--- src/hdl/stb_pkg.sv ---
`default_nettype none
// ---------------------------------------------------------------------------
// stb_pkg
// Shared types and constants of the scrolling text terminal buffer.
// ---------------------------------------------------------------------------
package stb_pkg;

    localparam int LINE_COUNT = 10;
    localparam int LINE_WIDTH = 32;

    localparam int ROW_W  = (LINE_COUNT > 1) ? $clog2(LINE_COUNT) : 1;
    localparam int LEN_W  = $clog2(LINE_WIDTH + 1);
    localparam int DEPTH  = LINE_COUNT * LINE_WIDTH;
    localparam int ADDR_W = $clog2(DEPTH);

    localparam logic [7:0] CH_CR    = 8'd13;
    localparam logic [7:0] CH_LF    = 8'd10;
    localparam logic [7:0] CH_LOW   = 8'd32;
    localparam logic [7:0] CH_HIGH  = 8'd126;
    localparam logic [6:0] CH_SPACE = 7'd32;

    typedef enum logic [1:0] {
        OP_PUT   = 2'd0,
        OP_READ  = 2'd1,
        OP_CLEAR = 2'd2
    } t_op;

    // Commands from the controller to the datapath
    typedef struct packed {
        logic exec;   // take the item presented at the input
        logic load;   // load the result register
    } t_ctl_cmd;

    // Advance a physical row index around the ring
    function automatic logic [ROW_W-1:0] next_row(input logic [ROW_W-1:0] row);
        logic [ROW_W-1:0] res;
        if (row == ROW_W'(LINE_COUNT - 1)) begin
            res = '0;
        end else begin
            res = row + 1'b1;
        end
        return res;
    endfunction

endpackage
`default_nettype wire

--- src/hdl/stb_ram.sv ---
`default_nettype none
// ---------------------------------------------------------------------------
// stb_ram
// Generic single-write, single-read RAM with registered read data.
// ---------------------------------------------------------------------------
module stb_ram #(
    parameter int WIDTH = 8,
    parameter int DEPTH = 16
) (
    input  logic                     i_clk,
    input  logic                     i_we,
    input  logic [$clog2(DEPTH)-1:0] i_waddr,
    input  logic [WIDTH-1:0]         i_wdata,
    input  logic                     i_re,
    input  logic [$clog2(DEPTH)-1:0] i_raddr,
    output logic [WIDTH-1:0]         o_rdata
);

    logic [WIDTH-1:0] r_mem [DEPTH];
    logic [WIDTH-1:0] r_rdata;

    always_ff @(posedge i_clk) begin
        if (i_we) begin
            r_mem[i_waddr] <= i_wdata;
        end
        if (i_re) begin
            r_rdata <= r_mem[i_raddr];
        end
    end

    assign o_rdata = r_rdata;

endmodule
`default_nettype wire

--- src/hdl/stb_ctrl.sv ---
`default_nettype none
// ---------------------------------------------------------------------------
// stb_ctrl
// Controller: takes one item, waits for the memory read, loads the result.
// ---------------------------------------------------------------------------
module stb_ctrl (
    input  logic             i_clk,
    input  logic             i_rst_n,
    input  logic             i_in_valid,
    input  logic             i_out_stall,
    output logic             o_in_stall,
    output logic             o_out_valid,
    output stb_pkg::t_ctl_cmd o_cmd
);

    typedef enum logic {
        S_IDLE,
        S_LOOK
    } t_state;

    t_state r_state;
    logic   r_in_stall;
    logic   r_out_valid;

    logic w_exec;
    logic w_load;

    assign w_exec = i_in_valid && !r_in_stall;
    assign w_load = (r_state == S_LOOK) && (!r_out_valid || !i_out_stall);

    always_ff @(posedge i_clk) begin
        if (!i_rst_n) begin
            r_state     <= S_IDLE;
            r_in_stall  <= 1'b0;
            r_out_valid <= 1'b0;
        end else begin
            case (r_state)
                S_IDLE: begin
                    if (w_exec) begin
                        r_state    <= S_LOOK;
                        r_in_stall <= 1'b1;
                    end
                end
                S_LOOK: begin
                    if (w_load) begin
                        r_state    <= S_IDLE;
                        r_in_stall <= 1'b0;
                    end
                end
                default: begin
                    r_state    <= S_IDLE;
                    r_in_stall <= 1'b0;
                end
            endcase
            // drop valid once the result is taken, set it on a load
            if (w_load) begin
                r_out_valid <= 1'b1;
            end else if (!i_out_stall) begin
                r_out_valid <= 1'b0;
            end
        end
    end

    assign o_cmd.exec  = w_exec;
    assign o_cmd.load  = w_load;
    assign o_in_stall  = r_in_stall;
    assign o_out_valid = r_out_valid;

endmodule
`default_nettype wire

--- src/hdl/stb_datapath.sv ---
`default_nettype none
// ---------------------------------------------------------------------------
// stb_datapath
// Cursor, scroll pointer, row lengths, character store and result register.
// ---------------------------------------------------------------------------
module stb_datapath (
    input  logic              i_clk,
    input  logic              i_rst_n,
    input  stb_pkg::t_ctl_cmd i_cmd,
    input  logic [1:0]        i_op,
    input  logic [7:0]        i_char_code,
    input  logic [3:0]        i_read_row,
    input  logic [4:0]        i_read_col,
    output logic [6:0]        o_cell_char,
    output logic [3:0]        o_cursor_row,
    output logic [5:0]        o_cursor_col
);

    localparam int ROW_W  = stb_pkg::ROW_W;
    localparam int LEN_W  = stb_pkg::LEN_W;
    localparam int ADDR_W = stb_pkg::ADDR_W;

    logic [ROW_W-1:0] r_top, n_top;
    logic [ROW_W-1:0] r_line, n_line;
    logic [ROW_W-1:0] r_cur_phys, n_cur_phys;
    logic [LEN_W-1:0] r_col, n_col;
    logic [LEN_W-1:0] r_len [stb_pkg::LINE_COUNT];
    logic             r_hit, n_hit;

    logic [6:0]       r_cell_char;
    logic [3:0]       r_cursor_row;
    logic [5:0]       r_cursor_col;

    logic             w_is_cr, w_is_lf, w_is_print, w_wrap;
    logic [6:0]       w_glyph;
    logic [LEN_W-1:0] w_col_pos;
    logic             w_len_we, w_clear_all;
    logic [LEN_W-1:0] w_len_wdata;
    logic             w_ram_we, w_ram_re;
    logic [ADDR_W-1:0] w_waddr, w_raddr;
    logic [6:0]       w_ram_q;

    logic             w_rd_in_range, w_rd_hit;
    logic [ROW_W:0]   w_rd_sum;
    logic [ROW_W-1:0] w_rd_phys;
    logic [LEN_W-1:0] w_rd_len;

    assign w_is_cr    = (i_char_code == stb_pkg::CH_CR);
    assign w_is_lf    = (i_char_code == stb_pkg::CH_LF);
    assign w_is_print = (i_char_code >= stb_pkg::CH_LOW) && (i_char_code <= stb_pkg::CH_HIGH);
    assign w_glyph    = w_is_print ? i_char_code[6:0] : stb_pkg::CH_SPACE;
    assign w_wrap     = (r_col == LEN_W'(stb_pkg::LINE_WIDTH));

    // read side: visible row to physical row, then length check
    assign w_rd_in_range = 32'(i_read_row) < 32'(stb_pkg::LINE_COUNT);
    assign w_rd_sum      = (ROW_W+1)'(r_top) + (ROW_W+1)'(i_read_row);
    assign w_rd_phys     = (w_rd_sum >= (ROW_W+1)'(stb_pkg::LINE_COUNT))
                         ? ROW_W'(w_rd_sum - (ROW_W+1)'(stb_pkg::LINE_COUNT))
                         : ROW_W'(w_rd_sum);
    assign w_rd_len      = w_rd_in_range ? r_len[w_rd_phys] : '0;
    assign w_rd_hit      = w_rd_in_range
                         && (32'(i_read_col) < 32'(stb_pkg::LINE_WIDTH))
                         && (32'(i_read_col) < 32'(w_rd_len));
    assign w_raddr       = ADDR_W'(w_rd_phys) * ADDR_W'(stb_pkg::LINE_WIDTH)
                         + ADDR_W'(i_read_col);

    always_comb begin
        n_top       = r_top;
        n_line      = r_line;
        n_cur_phys  = r_cur_phys;
        n_col       = r_col;
        n_hit       = r_hit;
        w_col_pos   = r_col;
        w_len_we    = 1'b0;
        w_len_wdata = '0;
        w_clear_all = 1'b0;
        w_ram_we    = 1'b0;
        w_ram_re    = 1'b0;
        if (i_cmd.exec) begin
            n_hit = 1'b0;
            case (stb_pkg::t_op'(i_op))
                stb_pkg::OP_PUT: begin
                    if (!w_is_cr && (w_is_lf || w_wrap)) begin
                        n_col = '0;
                        if (r_line < ROW_W'(stb_pkg::LINE_COUNT - 1)) begin
                            n_line     = r_line + 1'b1;
                            n_cur_phys = stb_pkg::next_row(r_cur_phys);
                        end else begin
                            // old top row becomes the empty bottom row
                            n_top      = stb_pkg::next_row(r_top);
                            n_cur_phys = r_top;
                            w_len_we   = 1'b1;
                        end
                    end
                    if (!w_is_cr && !w_is_lf) begin
                        w_col_pos   = w_wrap ? '0 : r_col;
                        n_col       = w_col_pos + 1'b1;
                        w_ram_we    = 1'b1;
                        w_len_we    = 1'b1;
                        w_len_wdata = w_col_pos + 1'b1;
                    end
                end
                stb_pkg::OP_READ: begin
                    w_ram_re = 1'b1;
                    n_hit    = w_rd_hit;
                end
                stb_pkg::OP_CLEAR: begin
                    n_top       = '0;
                    n_line      = '0;
                    n_cur_phys  = '0;
                    n_col       = '0;
                    w_clear_all = 1'b1;
                end
                default: begin
                end
            endcase
        end
    end

    assign w_waddr = ADDR_W'(n_cur_phys) * ADDR_W'(stb_pkg::LINE_WIDTH) + ADDR_W'(w_col_pos);

    always_ff @(posedge i_clk) begin
        if (!i_rst_n) begin
            r_top      <= '0;
            r_line     <= '0;
            r_cur_phys <= '0;
            r_col      <= '0;
            r_hit      <= 1'b0;
            for (int i = 0; i < stb_pkg::LINE_COUNT; i++) begin
                r_len[i] <= '0;
            end
        end else begin
            r_top      <= n_top;
            r_line     <= n_line;
            r_cur_phys <= n_cur_phys;
            r_col      <= n_col;
            r_hit      <= n_hit;
            if (w_clear_all) begin
                for (int i = 0; i < stb_pkg::LINE_COUNT; i++) begin
                    r_len[i] <= '0;
                end
            end else if (w_len_we) begin
                r_len[n_cur_phys] <= w_len_wdata;
            end
        end
    end

    always_ff @(posedge i_clk) begin
        if (i_cmd.load) begin
            r_cell_char  <= r_hit ? w_ram_q : '0;
            r_cursor_row <= 4'(r_line);
            r_cursor_col <= 6'(r_col);
        end
    end

    stb_ram #(
        .WIDTH (7),
        .DEPTH (stb_pkg::DEPTH)
    ) u_store (
        .i_clk   (i_clk),
        .i_we    (w_ram_we),
        .i_waddr (w_waddr),
        .i_wdata (w_glyph),
        .i_re    (w_ram_re),
        .i_raddr (w_raddr),
        .o_rdata (w_ram_q)
    );

    assign o_cell_char  = r_cell_char;
    assign o_cursor_row = r_cursor_row;
    assign o_cursor_col = r_cursor_col;

endmodule
`default_nettype wire

--- src/hdl/scrolling_text_terminal_buffer_top.sv ---
`default_nettype none
// Timing: an answer passes the registered read of the character store, then
//   is loaded, waiting while an earlier result is held by a stalled output.
// Items: a new item is taken only once the last result is loaded, after the
//   registered store read and the load of the result register.
// Reset (synchronous, active low): clears cursor, scroll pointer and row
//   lengths at once; the character store is not cleared and needs no pass.
// ---------------------------------------------------------------------------
// scrolling_text_terminal_buffer_top
// Scrolling character terminal store: put, read and clear items, each one
// answered with the read cell and the cursor.
// ---------------------------------------------------------------------------
module scrolling_text_terminal_buffer_top (
    input  logic       i_clk,
    input  logic       i_rst_n,
    // item input channel
    input  logic       i_in_valid,
    output logic       o_in_stall,
    input  logic [1:0] i_op,
    input  logic [7:0] i_char_code,
    input  logic [3:0] i_read_row,
    input  logic [4:0] i_read_col,
    // result output channel
    output logic       o_out_valid,
    input  logic       i_out_stall,
    output logic [6:0] o_cell_char,
    output logic [3:0] o_cursor_row,
    output logic [5:0] o_cursor_col
);

    // Commands from the controller. The datapath acts on an item in the cycle
    // of its transfer (store write, length update, cursor move, or the store
    // read for a read item) and loads the result register from the LOOK state,
    // once the output register is empty or its result is being taken.
    stb_pkg::t_ctl_cmd w_cmd;

    stb_ctrl u_ctrl (
        .i_clk       (i_clk),
        .i_rst_n     (i_rst_n),
        .i_in_valid  (i_in_valid),
        .i_out_stall (i_out_stall),
        .o_in_stall  (o_in_stall),
        .o_out_valid (o_out_valid),
        .o_cmd       (w_cmd)
    );

    // The view scrolls by advancing a circular top-row pointer; the freed
    // row gets length zero, so no characters move in the store.
    stb_datapath u_dp (
        .i_clk        (i_clk),
        .i_rst_n      (i_rst_n),
        .i_cmd        (w_cmd),
        .i_op         (i_op),
        .i_char_code  (i_char_code),
        .i_read_row   (i_read_row),
        .i_read_col   (i_read_col),
        .o_cell_char  (o_cell_char),
        .o_cursor_row (o_cursor_row),
        .o_cursor_col (o_cursor_col)
    );

endmodule
`default_nettype wire

--- config.mk ---
export PLATFORM = sky130hd
export DESIGN_NAME = scrolling_text_terminal_buffer_top
export DESIGN_NICKNAME = d
export VERILOG_FILES = /design/src/hdl/stb_pkg.sv /design/src/hdl/stb_ram.sv /design/src/hdl/stb_ctrl.sv /design/src/hdl/stb_datapath.sv /design/src/hdl/scrolling_text_terminal_buffer_top.sv
export SDC_FILE = /design/constraint.sdc
export NUM_CORES = 2
export LEC_CHECK = 0
export BUFFER_PORTS_ARGS = -buffer_cell sky130_fd_sc_hd__buf_4
export CAP_MARGIN = 5
export CORE_ASPECT_RATIO = 1.75
export CORE_MARGIN = 5
export CORE_UTILIZATION = 65
export DETAILED_ROUTE_END_ITERATION = 7
export GPL_TIMING_DRIVEN = 1
export MAX_ROUTING_LAYER = met4
export PLACE_DENSITY = 0.81
export SLEW_MARGIN = 20
export SYNTH_ARGS = -nofsm -noshare
export SYNTH_HDL_FRONTEND = slang
export SYNTH_SLANG_ARGS = --single-unit
export TNS_END_PERCENT = 5
--- constraint.sdc ---
create_clock -name i_clk -period 102.1 [get_ports i_clk]
set_input_delay 15.315 -clock i_clk [delete_from_list [all_inputs] [get_ports i_clk]]
set_output_delay 15.315 -clock i_clk [all_outputs]
set_load 0.005 [all_outputs]
### Yosys cells after proc, flatten, opt, wreduce, memory -nomap -nowiden

Memories as Yosys holds them, arrays and structs flattened. A register that Yosys moved wholly into a read port is not among the register bits.
Cells that the tools add are included.

* bitwise logic cells: 11
* reduce and logical (&&, ||, !) cells: 20
* $lt $le $gt $ge: 6
* multiplexer cells: 69
* eq/ne operators: 14
* add/subtract/negate cells: 8

Operators with widths (number)
* $mux W6: 21
* $mux W4: 11
* $mux W1: 30
* $pmux W4 S2: 3
* $eq A8 B4 Y1 const B: 2
* $add A4 B1 Y4 const B: 3
* $pmux W6 S2: 1
* $or A1 B1 Y1: 10
* $add A9 B5 Y9: 1
* $add A9 B6 Y9: 1
* $eq A4 B4 Y1 const B: 2
* $ge A8 B6 Y1 const B: 1
* $le A8 B7 Y1 const B: 1
* $lt A4 B4 Y1 const B: 2
* $ne A2 B1 Y1 const B: 4
* $reduce_and A4 Y1: 2
* $mux W7: 1
* $add A6 B1 Y6 const B: 1
* $eq A6 B6 Y1 const B: 1
* $logic_and A1 B1 Y1: 6
* $lt A5 B6 Y1: 1
* $reduce_or A6 Y1: 1
* $add A4 B4 Y5: 1
* $ge A5 B4 Y1 const B: 1
* other kinds (13): 20

* flip-flop bits (word level): 39
* memory bits (writable): 2300
* memories: 2

Memories
* u_dp.u_store.r_mem: words 320, bits a word 7, rd ports 1, clocked after memory_dff 1, write ports 1, RTL line stb_ram.sv:19 `logic [WIDTH-1:0] r_mem [DEPTH];`
* u_dp.r_len: words 10, bits a word 6, rd ports 1, clocked after memory_dff 0, write ports 10, RTL line stb_datapath.sv:27 `logic [LEN_W-1:0] r_len [stb_pkg::LINE_COUNT];`

### Logic depth before layout (Yosys ltp)

* depth after elaboration: 13
* depth in mapped cells: 20
* mapped depth without buffers: 18

### Modules after synthesis

From an unflattened synthesis, not the netlist that was laid out.

* cell total of the unflattened synthesis: 4818
* area total of the unflattened synthesis: 95160.0 µm²

Modules (own cells, without submodules)
* stb_ram: cells an instance 4255, instances 1, area each 88294.7 µm²
* stb_datapath: cells an instance 548, instances 1, area each 6722.7 µm²
* stb_ctrl: cells an instance 15, instances 1, area each 142.6 µm²

### Worst setup path after synthesis

Ideal clock, no wire load.

* path type: input -> register
* start: input i_char_code[2]
* end: memory u_dp.u_store.r_mem[0][5] (data pin)
* setup time: 1.425 ns
* setup slack: 59.131 ns
* stages on the path: 4
* arrival: 41.544 ns
* cell sequence: nand2_1 > nor2_1 > nor3b_1 > nand2b_1

* cells in the longest elaborated chain, start to end: 3

RTL lines
* start, declared: RTL line scrolling_text_terminal_buffer_top.sv:20 `input logic [7:0] i_char_code,`
* $ge A8 B6 Y1 / $le A8 B7 Y1 (equally long branches): RTL line stb_datapath.sv:50 `assign w_is_print = (i_char_code >= stb_pkg::CH_LOW) && (i_char_code <= stb_pkg::CH_HIGH);`
* $logic_and A1 B1 Y1 *: RTL line stb_datapath.sv:50
* $mux W7 *: RTL line stb_datapath.sv:51 `assign w_glyph = w_is_print ? i_char_code[6:0] : stb_pkg::CH_SPACE;`
* via u_dp.u_store.i_wdata[5]: RTL line stb_ram.sv:13 `input logic [WIDTH-1:0] i_wdata,`
* end, declared: RTL line stb_ram.sv:19

The timed path passes the listed nets; every way through them passes the cells marked *.

### Worst setup path in the final report

* start: input i_read_col[1]
* end: register u_dp.u_store.r_rdata[1], in the netlist u_dp.u_store.o_rdata[1], read port of u_dp.u_store.r_mem (data pin)

* cells in the longest elaborated chain, start to end: 1

RTL lines
* start, declared: RTL line scrolling_text_terminal_buffer_top.sv:22 `input logic [4:0] i_read_col,`
* $add A9 B5 Y9: RTL line stb_datapath.sv:65 `+ ADDR_W'(i_read_col);`
* end, declared: RTL line stb_ram.sv:20 `logic [WIDTH-1:0] r_rdata;`

No other way between the ends.
A chain may end at the register's enable or synchronous reset.

==> results.sh <==
export IMPL_die_x_um=300
export IMPL_synth_most_common_cell="edfxtp_1"
export IMPL_vdd_drop_max_v=0.0000176
export IMPL_synth_top_cells_by_area="edfxtp_1 (74%), mux4_2 (16%), a211oi_1 (1.9%), clkbuf_1 (0.80%), nor3_2 (0.63%)"
export IMPL_multiInputGateArea_mm2=0.0236
export IMPL_max_cap_violations=0
export IMPL_vias_per_cell=7.80
export IMPL_synth_cells=4497
export IMPL_track_usage_pct=36.0
export IMPL_drt_iter0_drc=8167
export IMPL_hold_buffers=0
export IMPL_grt_pass1_wl_mm=381
export IMPL_relSlewSlack_pct=16.3
export IMPL_min_period_over_period_pct=19.9
export IMPL_grt_max_degree=225
export IMPL_slowest_stage="buf_4"
export IMPL_cts_setup_buffers=0
export IMPL_p_leak_uw=0.0308
export IMPL_fillCellCount=7600
export IMPL_fin_skew_ns=0.0483
export IMPL_dieArea_mm2=0.155
export IMPL_num_rows=186
export IMPL_regArea_mm2=0.0713
export IMPL_area_delta_synth_final_pct=10.4
export IMPL_timing_hold_ws_ns=0.508
export IMPL_gp_congestion=0.997
export IMPL_h_tree_depth=4
export IMPL_tns_ns=0
export IMPL_end_kind="flip-flop"
export IMPL_dr_pass1_iters=6
export IMPL_fin_cells=6562
export IMPL_synth_largest_area_cell="edfxtp_1"
export IMPL_drc=0
export IMPL_crit_chain="buf_8 -> buf_4 -> buf_4 -> buf_12 -> mux4_2 -> mux4_2 -> a22oi_1 -> a21oi_1 -> a2111oi_0 -> a311oi_1"
export IMPL_fin_crit_ns=20.31
export IMPL_worst_slew_pin_slew_ns=1.26
export IMPL_slowest_delay_ns=0.82
export IMPL_layout_drive_gt1_share_pct=30.9
export IMPL_synthArstFlopShare_pct=0
export IMPL_rsz0062_at_grt="false"
export IMPL_yosys_register_bits=2382
export IMPL_outcome="finished, final reports clean"
export IMPL_maxSlewViolCount=0
export IMPL_crit_path_max_fanout=143
export IMPL_grt_ovfl_total=0
export IMPL_grt_pass1_vias=51557
export IMPL_p_per_area_mw_per_mm2=18.5
export IMPL_syn_area_mm2=0.0953
export IMPL_busiest_layer="met2"
export IMPL_dp_cells=6189
export IMPL_antenna_found_initial=13
export IMPL_grt_use_met1_pct=41.3
export IMPL_port_buffers=41
export IMPL_final_util_pct=71.9
export IMPL_synth_edf_count=2360
export IMPL_dp_hpwl_mm=147
export IMPL_arrival_ns=20.85
export IMPL_dr_total_vias=51214
export IMPL_worstPathRequired_ns=102.64
export IMPL_core_area_mm2=0.146
export IMPL_nNetsFinal=4552
export IMPL_cts_tree="done"
export IMPL_numCtsBuffers=190
export IMPL_cts_resized=0
export IMPL_syn_avg_cell_area_um2=21.2
export IMPL_max_freq_ghz=0.0492
export IMPL_ios=42
export IMPL_clock_sinks=2382
export IMPL_power_total_uw=1950
export IMPL_globalRouteMet2Util_pct=56.5
export IMPL_clk_insertion_delay_late_ns=0.85
export IMPL_synth_seq_area_share_pct=74.8
export IMPL_ys_types=75
export IMPL_clock_path_buffers=3
export IMPL_die_h_um=517
export IMPL_wl_per_cell_um=41.3
export IMPL_clk_pin_slew_ns=0.07
export IMPL_start_util_pct=65.1
export IMPL_syn_nets=4540
export IMPL_setup_violations=0
export IMPL_synth_top_area_share_pct=74.3
export IMPL_hold_path_class="reg -> reg"
export IMPL_cp_start_kind="input pin"
export IMPL_hold_viol_final=0
export IMPL_finalWirelength_mm=271
export IMPL_grt_use_met3_pct=8.72
export IMPL_netlist_top_cells_count="edfxtp_1 (2360), mux4_2 (682), a211oi_1 (246)"
export IMPL_synth_ff_type="edfxtp_1"
export IMPL_postRouteAntennaNets=0
export IMPL_yosys_warnings=0
export IMPL_cts_root_buf="clkbuf_16"
export IMPL_critPathKind="in -> reg"
## power breakdown
group	leakage, uW	switching, uW	internal (uW)
logic	0.00689	69.3	36.6
registers	0.0209	1.55	1080
clock network	0.00306	361	407
total	0.0308	431	1520
## per-layer routing
layer	routed length [um]	vias up
li1	-	19071
met1	81000	26213
met2	134000	4748
met3	30700	1182
met4	25600	0
met5	0	-
## cell usage in the layout, fill, tap and decap left out, types with 15 or more instances in the layout
cell and count:
clkinv_2 32, bufinv_16 23, buf_4 128, ha_1 18
clkinv_1 38, clkinvlp_4 15, inv_1 27, and2_1 23
clkbuf_16 191, a211oi_1 49, clkbuf_1 29, o22ai_1 21
o21ai_0 19, nand3_1 31, dfxtp_1 22, mux4_2 682
edfxtp_1 2360, nand2_1 114, mux2i_1 45, a211oi_2 197
nor2_1 124, nor3_2 63, a22oi_1 53, a21oi_1 80
## final timing paths
kind | endpoint | depth (start not counted) | from | slack [ns]
max | u_dp.u_store.o_rdata[1] | 10 | i_read_col[1] | 81.79
min | u_dp.o_cursor_row[1] | 0 | u_dp.r_line[1] | 0.51
max reg2reg | u_dp.u_store.r_mem[17][3] | 15 | u_dp.r_col[0] | 96.10
min reg2reg | u_dp.o_cursor_row[1] | 0 | u_dp.r_line[1] | 0.51
## logic make-up (layout without fill, tap and decap cells)
family	Yosys count	after routing	synth area share [%]
AOI/OAI and AO/OA	524	524	3.93
xor gates and xnor gates	7	7	0.0722
adders and majority gates	20	20	0.270
buffers and inverters	366	538	1.65
DFF	2382	2382	74.8
muxes	732	732	16.6
other	0	13	0
and+or+nand+nor	466	466	2.64
## per-stage QoR
stage / cell area (um^2) / setup WS [ns]
finish: 105000 / 81.79
global route: 105000 / 81.93
CTS: 105000 / 82.09
detailed placement: 98200 / 81.35
global placement: 97600 / 81.35
floorplan: 95300 / 59.13
## critical path, delay by kind of cell
family / cells / cell delay, ns
buf+inv: 4 / 2.67
mux: 2 / 0.99
compound gates: 4 / 1.48
## final cells by class
cell class | count | area share, %
clock buffers | 220 | 4.64
flip-flops and latches | 2382 | 67.7
diodes | 13 | 0.0309
multi-input cells | 1749 | 22.5
repair buffers | 158 | 1.44
clock inverters | 132 | 1.38
inverters | 28 | 0.0998
well taps | 1880 | 2.23
## sequential cells by signal, indices dropped and copies added, names as in the netlist
register	cells
u_dp.o_cursor_row	4
u_ctrl.r_state	1
u_dp.r_top	4
u_dp.r_len	96
u_dp.r_line	4
u_ctrl.o_out_valid	1
u_dp.u_store.o_rdata	7
u_ctrl.o_in_stall	1
u_dp.r_cur_phys	4
u_dp.o_cursor_col	6
u_dp.o_cell_char	7
u_dp.r_col	6
u_dp.r_hit	1
u_dp.u_store.r_mem	2240
Power figures use the tool's default switching activity.
